## config.mk

```make
export PLATFORM = sky130hd
export DESIGN_NAME = timer_table_scheduler_unit
export DESIGN_NICKNAME = d
export VERILOG_FILES = /design/src/design/ttsu_pkg.sv /design/src/design/ttsu_sat_add.sv /design/src/design/timer_table_scheduler_unit.sv
export SDC_FILE = /design/constraint.sdc
export NUM_CORES = 2
export LEC_CHECK = 0
export ABC_AREA = 1
export BUFFER_PORTS_ARGS = -buffer_cell sky130_fd_sc_hd__buf_2
export CAP_MARGIN = 0
export CORE_AREA = 5 5 641 643
export DETAILED_ROUTE_END_ITERATION = 16
export DIE_AREA = 0 0 646 648
export PLACE_DENSITY_LB_ADDON = 0.08
export SLEW_MARGIN = 0
export SYNTH_ARGS = -nofsm -noshare
export SYNTH_HDL_FRONTEND = slang
export SYNTH_SLANG_ARGS = --single-unit
```

## constraint.sdc

```tcl
create_clock -name clk -period 10.2 [get_ports clk]
set_input_delay 1.02 -clock clk [delete_from_list [all_inputs] [get_ports clk]]
set_output_delay 1.02 -clock clk [all_outputs]
set_load 0.01 [all_outputs]
```

## src/design/ttsu_pkg.sv

```systemverilog
// Shared types, widths and codes for the timer table scheduler.
package ttsu_pkg;

  localparam int unsigned MAX_TIMERS_DEF = 16;
  localparam int unsigned TIME_W         = 48;
  localparam int unsigned ID_W           = 32;
  localparam int unsigned HDL_W          = 8;
  localparam int unsigned IV_W           = 32;

  typedef enum logic [1:0] {
    KIND_ADD    = 2'd0,
    KIND_STOP   = 2'd1,
    KIND_TICK   = 2'd2,
    KIND_REMOVE = 2'd3
  } kind_t;

  localparam logic [1:0] ST_OK       = 2'd0;
  localparam logic [1:0] ST_REMOVING = 2'd1;
  localparam logic [1:0] ST_FULL     = 2'd2;

  typedef struct packed {
    logic [HDL_W-1:0]  handler;
    logic [ID_W-1:0]   id;
    logic [TIME_W-1:0] deadline;
    logic [IV_W-1:0]   interval;
  } entry_t;

endpackage

```

## src/design/ttsu_sat_add.sv

```systemverilog
// Saturating add of a 32-bit interval to a 48-bit time.
module ttsu_sat_add
  import ttsu_pkg::*;
(
  input  logic [TIME_W-1:0] base,
  input  logic [IV_W-1:0]   delta,
  output logic [TIME_W-1:0] sum
);

  logic [TIME_W:0] raw;

  assign raw = {1'b0, base} + {{(TIME_W + 1 - IV_W){1'b0}}, delta};
  // clamp at the top of the time range
  assign sum = raw[TIME_W] ? {TIME_W{1'b1}} : raw[TIME_W-1:0];

endmodule

```

## src/design/timer_table_scheduler_unit.sv

```systemverilog
// Timer table scheduler: slot store, compaction scan and cached earliest deadline.
// Sequence: an add passes through S_ADD and S_FIN, an ignored tick goes straight to S_FIN;
// stop, remove and expiring ticks make one pass over the slot memory in S_SCAN through its
// registered read port, one slot a cycle, then S_FIN.
// Throughput: one word at a time; busy drops as done rises, so the next word can be taken
// at the edge that takes the result. done marks the result for one cycle; no stall.
// Reset (rst, synchronous) empties the table and clears id counter and cached deadline.
module timer_table_scheduler_unit
  import ttsu_pkg::*;
#(
  parameter int unsigned MAX_TIMERS = MAX_TIMERS_DEF
)
(
  input  logic              clk,
  input  logic              rst,
  input  logic              start,
  output logic              busy,
  input  logic [1:0]        kind,
  input  logic [HDL_W-1:0]  handler,
  input  logic              handler_removing,
  input  logic [IV_W-1:0]   interval,
  input  logic              single_shot,
  input  logic [ID_W-1:0]   stop_id,
  input  logic [TIME_W-1:0] now,
  output logic              done,
  output logic [1:0]        status,
  output logic [ID_W-1:0]   tmr_id,
  output logic              fired,
  output logic [HDL_W-1:0]  fired_handler,
  output logic              deadline_valid,
  output logic [TIME_W-1:0] next_deadline
);

  localparam int unsigned CW = $clog2(MAX_TIMERS + 1);
  localparam int unsigned AW = (MAX_TIMERS > 1) ? $clog2(MAX_TIMERS) : 1;

  typedef enum logic [1:0] {S_IDLE, S_ADD, S_SCAN, S_FIN} state_t;

  state_t state;

  // latched input word
  kind_t             kind_q;
  logic [HDL_W-1:0]  handler_q;
  logic              removing_q;
  logic [IV_W-1:0]   interval_q;
  logic              single_shot_q;
  logic [ID_W-1:0]   stop_id_q;
  logic [TIME_W-1:0] now_q;

  // architectural state
  logic [CW-1:0]     count;
  logic [ID_W-1:0]   id_counter;
  logic              earliest_valid;
  logic [TIME_W-1:0] earliest_deadline;

  // scan state
  logic [CW-1:0]     rd_ptr;
  logic [CW-1:0]     wr_ptr;
  logic              rd_pend;
  logic [AW-1:0]     rd_idx;
  logic              found;
  logic              scanned;
  logic              min_valid;
  logic [TIME_W-1:0] min_deadline;
  logic [AW-1:0]     hit_idx;
  entry_t            hit_entry;
  logic              cand_valid;
  logic [TIME_W-1:0] cand_deadline;

  // result under construction
  logic [1:0]        res_status;
  logic [ID_W-1:0]   res_id;

  // slot memory
  entry_t            slots [MAX_TIMERS];
  entry_t            rd_data;
  logic              mem_we;
  logic [AW-1:0]     mem_wa;
  entry_t            mem_wd;
  logic              rd_issue;

  // shared saturating adder: add interval on an add word, reload interval on a tick
  logic [IV_W-1:0]   add_delta;
  logic [TIME_W-1:0] add_sum;

  ttsu_sat_add u_sat_add (
    .base  (now_q),
    .delta (add_delta),
    .sum   (add_sum)
  );

  assign add_delta = (state == S_ADD) ? interval_q : rd_data.interval;

  assign busy = (state != S_IDLE);

  // id for an accepted add: count up, skip zero
  logic [ID_W-1:0] id_next;
  assign id_next = (id_counter == {ID_W{1'b1}}) ? {{(ID_W-1){1'b0}}, 1'b1}
                                                : id_counter + 1'b1;

  logic add_ok;
  assign add_ok = !removing_q && (count < CW'(MAX_TIMERS));

  // per-slot decision during the scan
  logic slot_del;
  logic slot_first;
  logic slot_expired;

  assign rd_issue     = (state == S_SCAN) && (rd_ptr < count);
  assign slot_expired = (rd_data.deadline <= now_q);

  always_comb begin
    slot_del   = 1'b0;
    slot_first = 1'b0;
    unique case (kind_q)
      KIND_STOP: begin
        slot_del = (stop_id_q != '0) && !found && (rd_data.id == stop_id_q);
      end
      KIND_REMOVE: begin
        slot_del = (rd_data.handler == handler_q);
      end
      KIND_TICK: begin
        slot_first = slot_expired && !found;
        slot_del   = slot_first && (rd_data.interval == '0);
      end
      KIND_ADD: begin
        slot_del = 1'b0;
      end
    endcase
  end

  // memory write port: new slot, compaction move, or reload of the fired slot
  always_comb begin
    mem_we = 1'b0;
    mem_wa = '0;
    mem_wd = rd_data;
    unique case (state)
      S_ADD: begin
        mem_we = add_ok;
        mem_wa = count[AW-1:0];
        mem_wd = '{handler:  handler_q,
                   id:       id_next,
                   deadline: add_sum,
                   interval: single_shot_q ? '0 : interval_q};
      end
      S_SCAN: begin
        mem_we = rd_pend && !slot_del;
        mem_wa = wr_ptr[AW-1:0];
        mem_wd = rd_data;
      end
      S_FIN: begin
        mem_we = (kind_q == KIND_TICK) && cand_valid;
        mem_wa = hit_idx;
        mem_wd = hit_entry;
        mem_wd.deadline = cand_deadline;
      end
      S_IDLE: begin
        mem_we = 1'b0;
      end
    endcase
  end

  always_ff @(posedge clk) begin
    if (mem_we) begin
      slots[mem_wa] <= mem_wd;
    end
    if (rd_issue) begin
      rd_data <= slots[rd_ptr[AW-1:0]];
    end
  end

  // final deadline update: start from the scan minimum on an expiring tick,
  // fold in the new candidate, clear when the table is empty
  logic              base_v;
  logic [TIME_W-1:0] base_d;
  logic              fin_v;
  logic [TIME_W-1:0] fin_d;

  always_comb begin
    if (scanned && (kind_q == KIND_TICK)) begin
      base_v = min_valid;
      base_d = min_deadline;
    end else begin
      base_v = earliest_valid;
      base_d = earliest_deadline;
    end
    fin_v = base_v;
    fin_d = base_d;
    if (cand_valid && (!base_v || (cand_deadline < base_d))) begin
      fin_v = 1'b1;
      fin_d = cand_deadline;
    end
    if (count == '0) begin
      fin_v = 1'b0;
    end
    if (!fin_v) begin
      fin_d = '0;
    end
  end

  always_ff @(posedge clk) begin
    if (rst) begin
      state             <= S_IDLE;
      count             <= '0;
      id_counter        <= '0;
      earliest_valid    <= 1'b0;
      earliest_deadline <= '0;
      done              <= 1'b0;
      rd_pend           <= 1'b0;
      found             <= 1'b0;
      scanned           <= 1'b0;
      cand_valid        <= 1'b0;
    end else begin
      done <= (state == S_FIN);
      unique case (state)
        S_IDLE: begin
          if (start) begin
            // latch the word and prime the scan
            kind_q        <= kind_t'(kind);
            handler_q     <= handler;
            removing_q    <= handler_removing;
            interval_q    <= interval;
            single_shot_q <= single_shot;
            stop_id_q     <= stop_id;
            now_q         <= now;
            rd_ptr        <= '0;
            wr_ptr        <= '0;
            rd_pend       <= 1'b0;
            found         <= 1'b0;
            min_valid     <= 1'b0;
            cand_valid    <= 1'b0;
            res_status    <= ST_OK;
            res_id        <= '0;
            hit_entry     <= '0;
            unique case (kind_t'(kind))
              KIND_ADD: begin
                state   <= S_ADD;
                scanned <= 1'b0;
              end
              KIND_TICK: begin
                // skip the pass when nothing can have expired yet
                if (earliest_valid && (now >= earliest_deadline)) begin
                  state   <= S_SCAN;
                  scanned <= 1'b1;
                end else begin
                  state   <= S_FIN;
                  scanned <= 1'b0;
                end
              end
              KIND_STOP, KIND_REMOVE: begin
                state   <= S_SCAN;
                scanned <= 1'b1;
              end
            endcase
          end
        end

        S_ADD: begin
          // append the slot and hand its deadline to the final update
          priority if (removing_q) begin
            res_status <= ST_REMOVING;
          end else if (!add_ok) begin
            res_status <= ST_FULL;
          end else begin
            id_counter    <= id_next;
            res_id        <= id_next;
            count         <= count + 1'b1;
            cand_valid    <= 1'b1;
            cand_deadline <= add_sum;
          end
          state <= S_FIN;
        end

        S_SCAN: begin
          // advance the read pointer, one slot a cycle
          if (rd_issue) begin
            rd_ptr <= rd_ptr + 1'b1;
          end
          rd_pend <= rd_issue;
          rd_idx  <= rd_ptr[AW-1:0];
          if (rd_pend) begin
            if (!slot_del) begin
              wr_ptr <= wr_ptr + 1'b1;
            end
            if (kind_q == KIND_STOP && slot_del) begin
              found <= 1'b1;
            end
            if (kind_q == KIND_TICK) begin
              if (slot_first) begin
                // fire the first expired slot; hold it for the reload
                found     <= 1'b1;
                hit_idx   <= rd_idx;
                hit_entry <= rd_data;
                res_id    <= rd_data.id;
                if (rd_data.interval != '0) begin
                  cand_valid    <= 1'b1;
                  cand_deadline <= add_sum;
                end
              end else if (!min_valid || (rd_data.deadline < min_deadline)) begin
                min_valid    <= 1'b1;
                min_deadline <= rd_data.deadline;
              end
            end
          end
          if (!rd_issue && !rd_pend) begin
            count <= wr_ptr;
            state <= S_FIN;
          end
        end

        S_FIN: begin
          // commit the cached deadline and present the result word
          earliest_valid    <= fin_v;
          earliest_deadline <= fin_d;
          status            <= res_status;
          tmr_id            <= res_id;
          fired             <= (kind_q == KIND_TICK) && found;
          fired_handler     <= ((kind_q == KIND_TICK) && found) ? hit_entry.handler : '0;
          deadline_valid    <= fin_v;
          next_deadline     <= fin_d;
          state             <= S_IDLE;
        end
      endcase
    end
  end

endmodule

```

==> metrics.txt <==
status=finished, final reports clean; maxcap violations=0; DRC violations left=0; flops & latches, synth=2,570; pwr dens=roughly 270 mW/mm^2; DIE AREA=roughly 0.42 mm^2; gr ovfl total=0; Final min period=around 6.3 ns; Post-CTS Setup Bufs=0; Pwr Total=33.59 mW; I/O Pins=about 220; Root Buffer=clkbuf_16; Fin Clk Skew=about 0.035 ns; Slowest-stage cell, CP=inv_2; syn avg cell area=~12 um^2; post-synth cell types=just under 70; Die W=646 um; Async S/R FF share, synth=0%; DRT Wirelength=roughly 380,000 um; Least-Margin Pin Slew=1.372 ns; PostCTS Resize Cnt=0; CP arrival=between 6 and 7 ns; largest net degree at the start of global routing=roughly 180; Worst-path clk slew=~0.06 ns; sequential fraction of the synthesis area=between 70 and 80%; EDFF count, synth=~2,500; Rel. slew slack=under 10%; CP top delay family=buffers and inverters; crit path launch type=register; DR iter-0 viols=5,342; CP endpoint kind=register; site row count=roughly 230; fin nets=roughly 9,300; Mapped Cells=8,710; Buf+Inv Stages, Crit Path=5; fmax=approximately 0.16 GHz; Initial Utilization=26.87%; Lkg Pwr=between 40 and 50 nW; Tot GR Track Use=between 10% and 20%; Num CTS Buffers=around 310; Post-Syn Nets=9,075; Crit path largest cell delay=approximately 0.89 ns; Slew Limit Fails=0; first-pass GRT wire length=roughly 540,000 um; VDD IR max=0.1469 mV; crit-path most repeated cell=nand2_1; area grow syn2layout=16.21%; Worst EP required=10.67 ns; Synth Warn #=0; initial antenna violation count=31; CP Cell Sequence=inv_1 -> ha_4 -> buf_4 -> buf_4 -> o21ai_0 -> ha_1 -> a21oi_1 -> inv_1 -> a31oi_1 -> o221ai_1 -> nand2_1 -> nand2_2 -> inv_2 -> nand3_1 -> nand2_1 -> nand2_1; Final GP Congestion=between 0.9 and 1; final HPWL from detailed placement=between 200,000 and 250,000 um; worst-case clock buffer depth=4; Via Count=about 71,000; CTS tree=done; CORE AREA=a little over 0.4 mm^2; final hold vios=0; drt first pass iters=6; largest fanout on the critical path=48; die height=648 um; Final Cycle Share=about three fifths; DRT antenna net count=0; Main synth FF type=edfxtp_1; CTS Hold Bufs=0; vias in the first global route=about 70,000; clk_lat worst skew=about 0.91 ns; share of cells above drive strength 1=about 10%; critical path class=reg2reg; clock sink count=between 2,000 and 3,000; Via density=~4.9; RSZ-0062 raised after global routing=no; WL/cell=~26 um; H-tree level count=5; Hold Path Class=in2reg; Synth Cell Area=roughly 0.11 mm^2; count of final setup violators=0; Setup TNS=0 ns; port bufs=between 200 and 250
## Yosys cell counts (all sizes together) (191+ instances only)
cell type	number	area share, %
inv	591	2.0
ha	237	2.7
o221ai	230	1.9
nor2	1263	4.4
a21oi	258	1.2
nand2	1013	3.5
edfxtp	2477	68
nand3	424	2.0
mux2i	191	1.8
o21ai	695	3.2
o32ai	289	2.3
clkbuf	386	1.3
## worst reg2reg max path: stages (launching register included)
cell and delay (ns):
dfxtp_1 0.36, inv_1 0.20, ha_4 0.42, buf_4 0.43
buf_4 0.74, o21ai_0 0.33, ha_1 0.42, a21oi_1 0.18
inv_1 0.08, a31oi_1 0.31, o221ai_1 0.21, nand2_1 0.11
nand2_2 0.33, inv_2 0.90, nand3_1 0.28, nand2_1 0.15
nand2_1 0.41
## area by class of cell
type	count	area, um^2
clock inverters	167	1486
well taps	5428	6792
fillers	40810	278300
repair buffers	388	2625
diodes	8	20.02
flip-flops and latches	2570	76240
multi-input cells	5054	28570
inverters	597	2273
clock buffers	385	8344
## cell usage in the layout, fill, tap and decap left out, types with 9 or more instances in the layout
cell type,synthesis,final
o221ai_1,230,223
nand4_1,70,70
bufinv_16,0,24
nor3_2,6,9
a21oi_1,258,258
or2_2,19,19
nand3_2,12,11
buf_4,4,147
nor2_4,3,25
xnor2_1,20,20
inv_6,0,16
xor2_1,37,37
edfxtp_1,2477,2477
o21ai_1,3,21
dfxtp_1,93,92
o211ai_1,63,63
o21a_1,9,9
or2_1,11,11
nor4_1,31,31
buf_2,52,220
ha_1,237,234
clkbuf_1,386,58
o21bai_1,9,9
clkbuf_16,0,322
nor2_1,1255,1232
nor3_1,41,38
buf_12,0,21
clkinv_2,0,52
clkinv_1,6,63
nand2_1,1005,1003
nand3_1,412,412
inv_2,10,12
inv_1,580,577
o32ai_1,289,289
a22oi_1,68,68
a31oi_1,13,13
mux2i_1,191,191
o21ai_0,690,672
## path summary, 6_finish.rpt
| path | start | to | slack, ns | cells after the start |
|---|---|---|---|---|
| max | state[1]$_SDFFE_PP0P_ | slots[12][67]$_DFFE_PP_ | 3.90 | 16 |
| min | stop_id[7] | stop_id_q[7]$_DFFE_PP_ | 0.29 | 1 |
| max reg2reg | state[1]$_SDFFE_PP0P_ | slots[12][67]$_DFFE_PP_ | 3.90 | 16 |
| min reg2reg | res_id[28]$_DFFE_PP_ | tmr_id[28]$_DFFE_PP_ | 0.42 | 0 |
## through the flow
step	std cells	cell area [um^2]	utilization (%)	hold WS [ns]	worst slack [ns]
2_1_floorplan	8710	108700	-	0.4003	2.541
3_3_place_gp	14040	116500	28.79	0.4059	3.831
3_5_place_dp	14040	116500	28.79	0.4045	3.861
4_1_cts	14590	126300	31.22	0.1853	3.852
5_1_grt	14590	126300	31.22	0.2195	3.538
6_report	14600	126400	31.23	0.2892	3.900
## power breakdown
part	total (mW)	leakage, nW	switching, mW	internal [mW]
clock network	10.9	4.82	4.47	6.40
registers	14.4	23.2	0.417	14.0
logic	8.33	15.5	6.42	1.91
## registers in the layout, summed over array words and instances, names as in the netlist, 32 cells and up
signal	count
next_deadline	48
rd_data	120
interval_q	32
tmr_id	32
min_deadline	48
cand_deadline	48
earliest_deadline	48
hit_entry	72
slots	1920
id_counter	32
now_q	48
stop_id_q	32
res_id	32
## routing by layer
layer	track usage (%)	wire length, um	up-vias
li1	-	-	32460
met1	25.50	181500	36570
met2	28.73	178100	1666
met3	1.831	15400	456
met4	4.215	8557	0
met5	0	0	-
## kinds of logic after synthesis
kind of cell	Yosys count	share of synthesized area, %
mux	192	1.769
fa+ha+maj	238	2.746
flops	2570	70.12
xor+xnor	57	0.4592
buf+inv	1086	3.860
simple gates	2895	11.09
compound gates	1672	9.954
(Power assumes the default switching activity.)
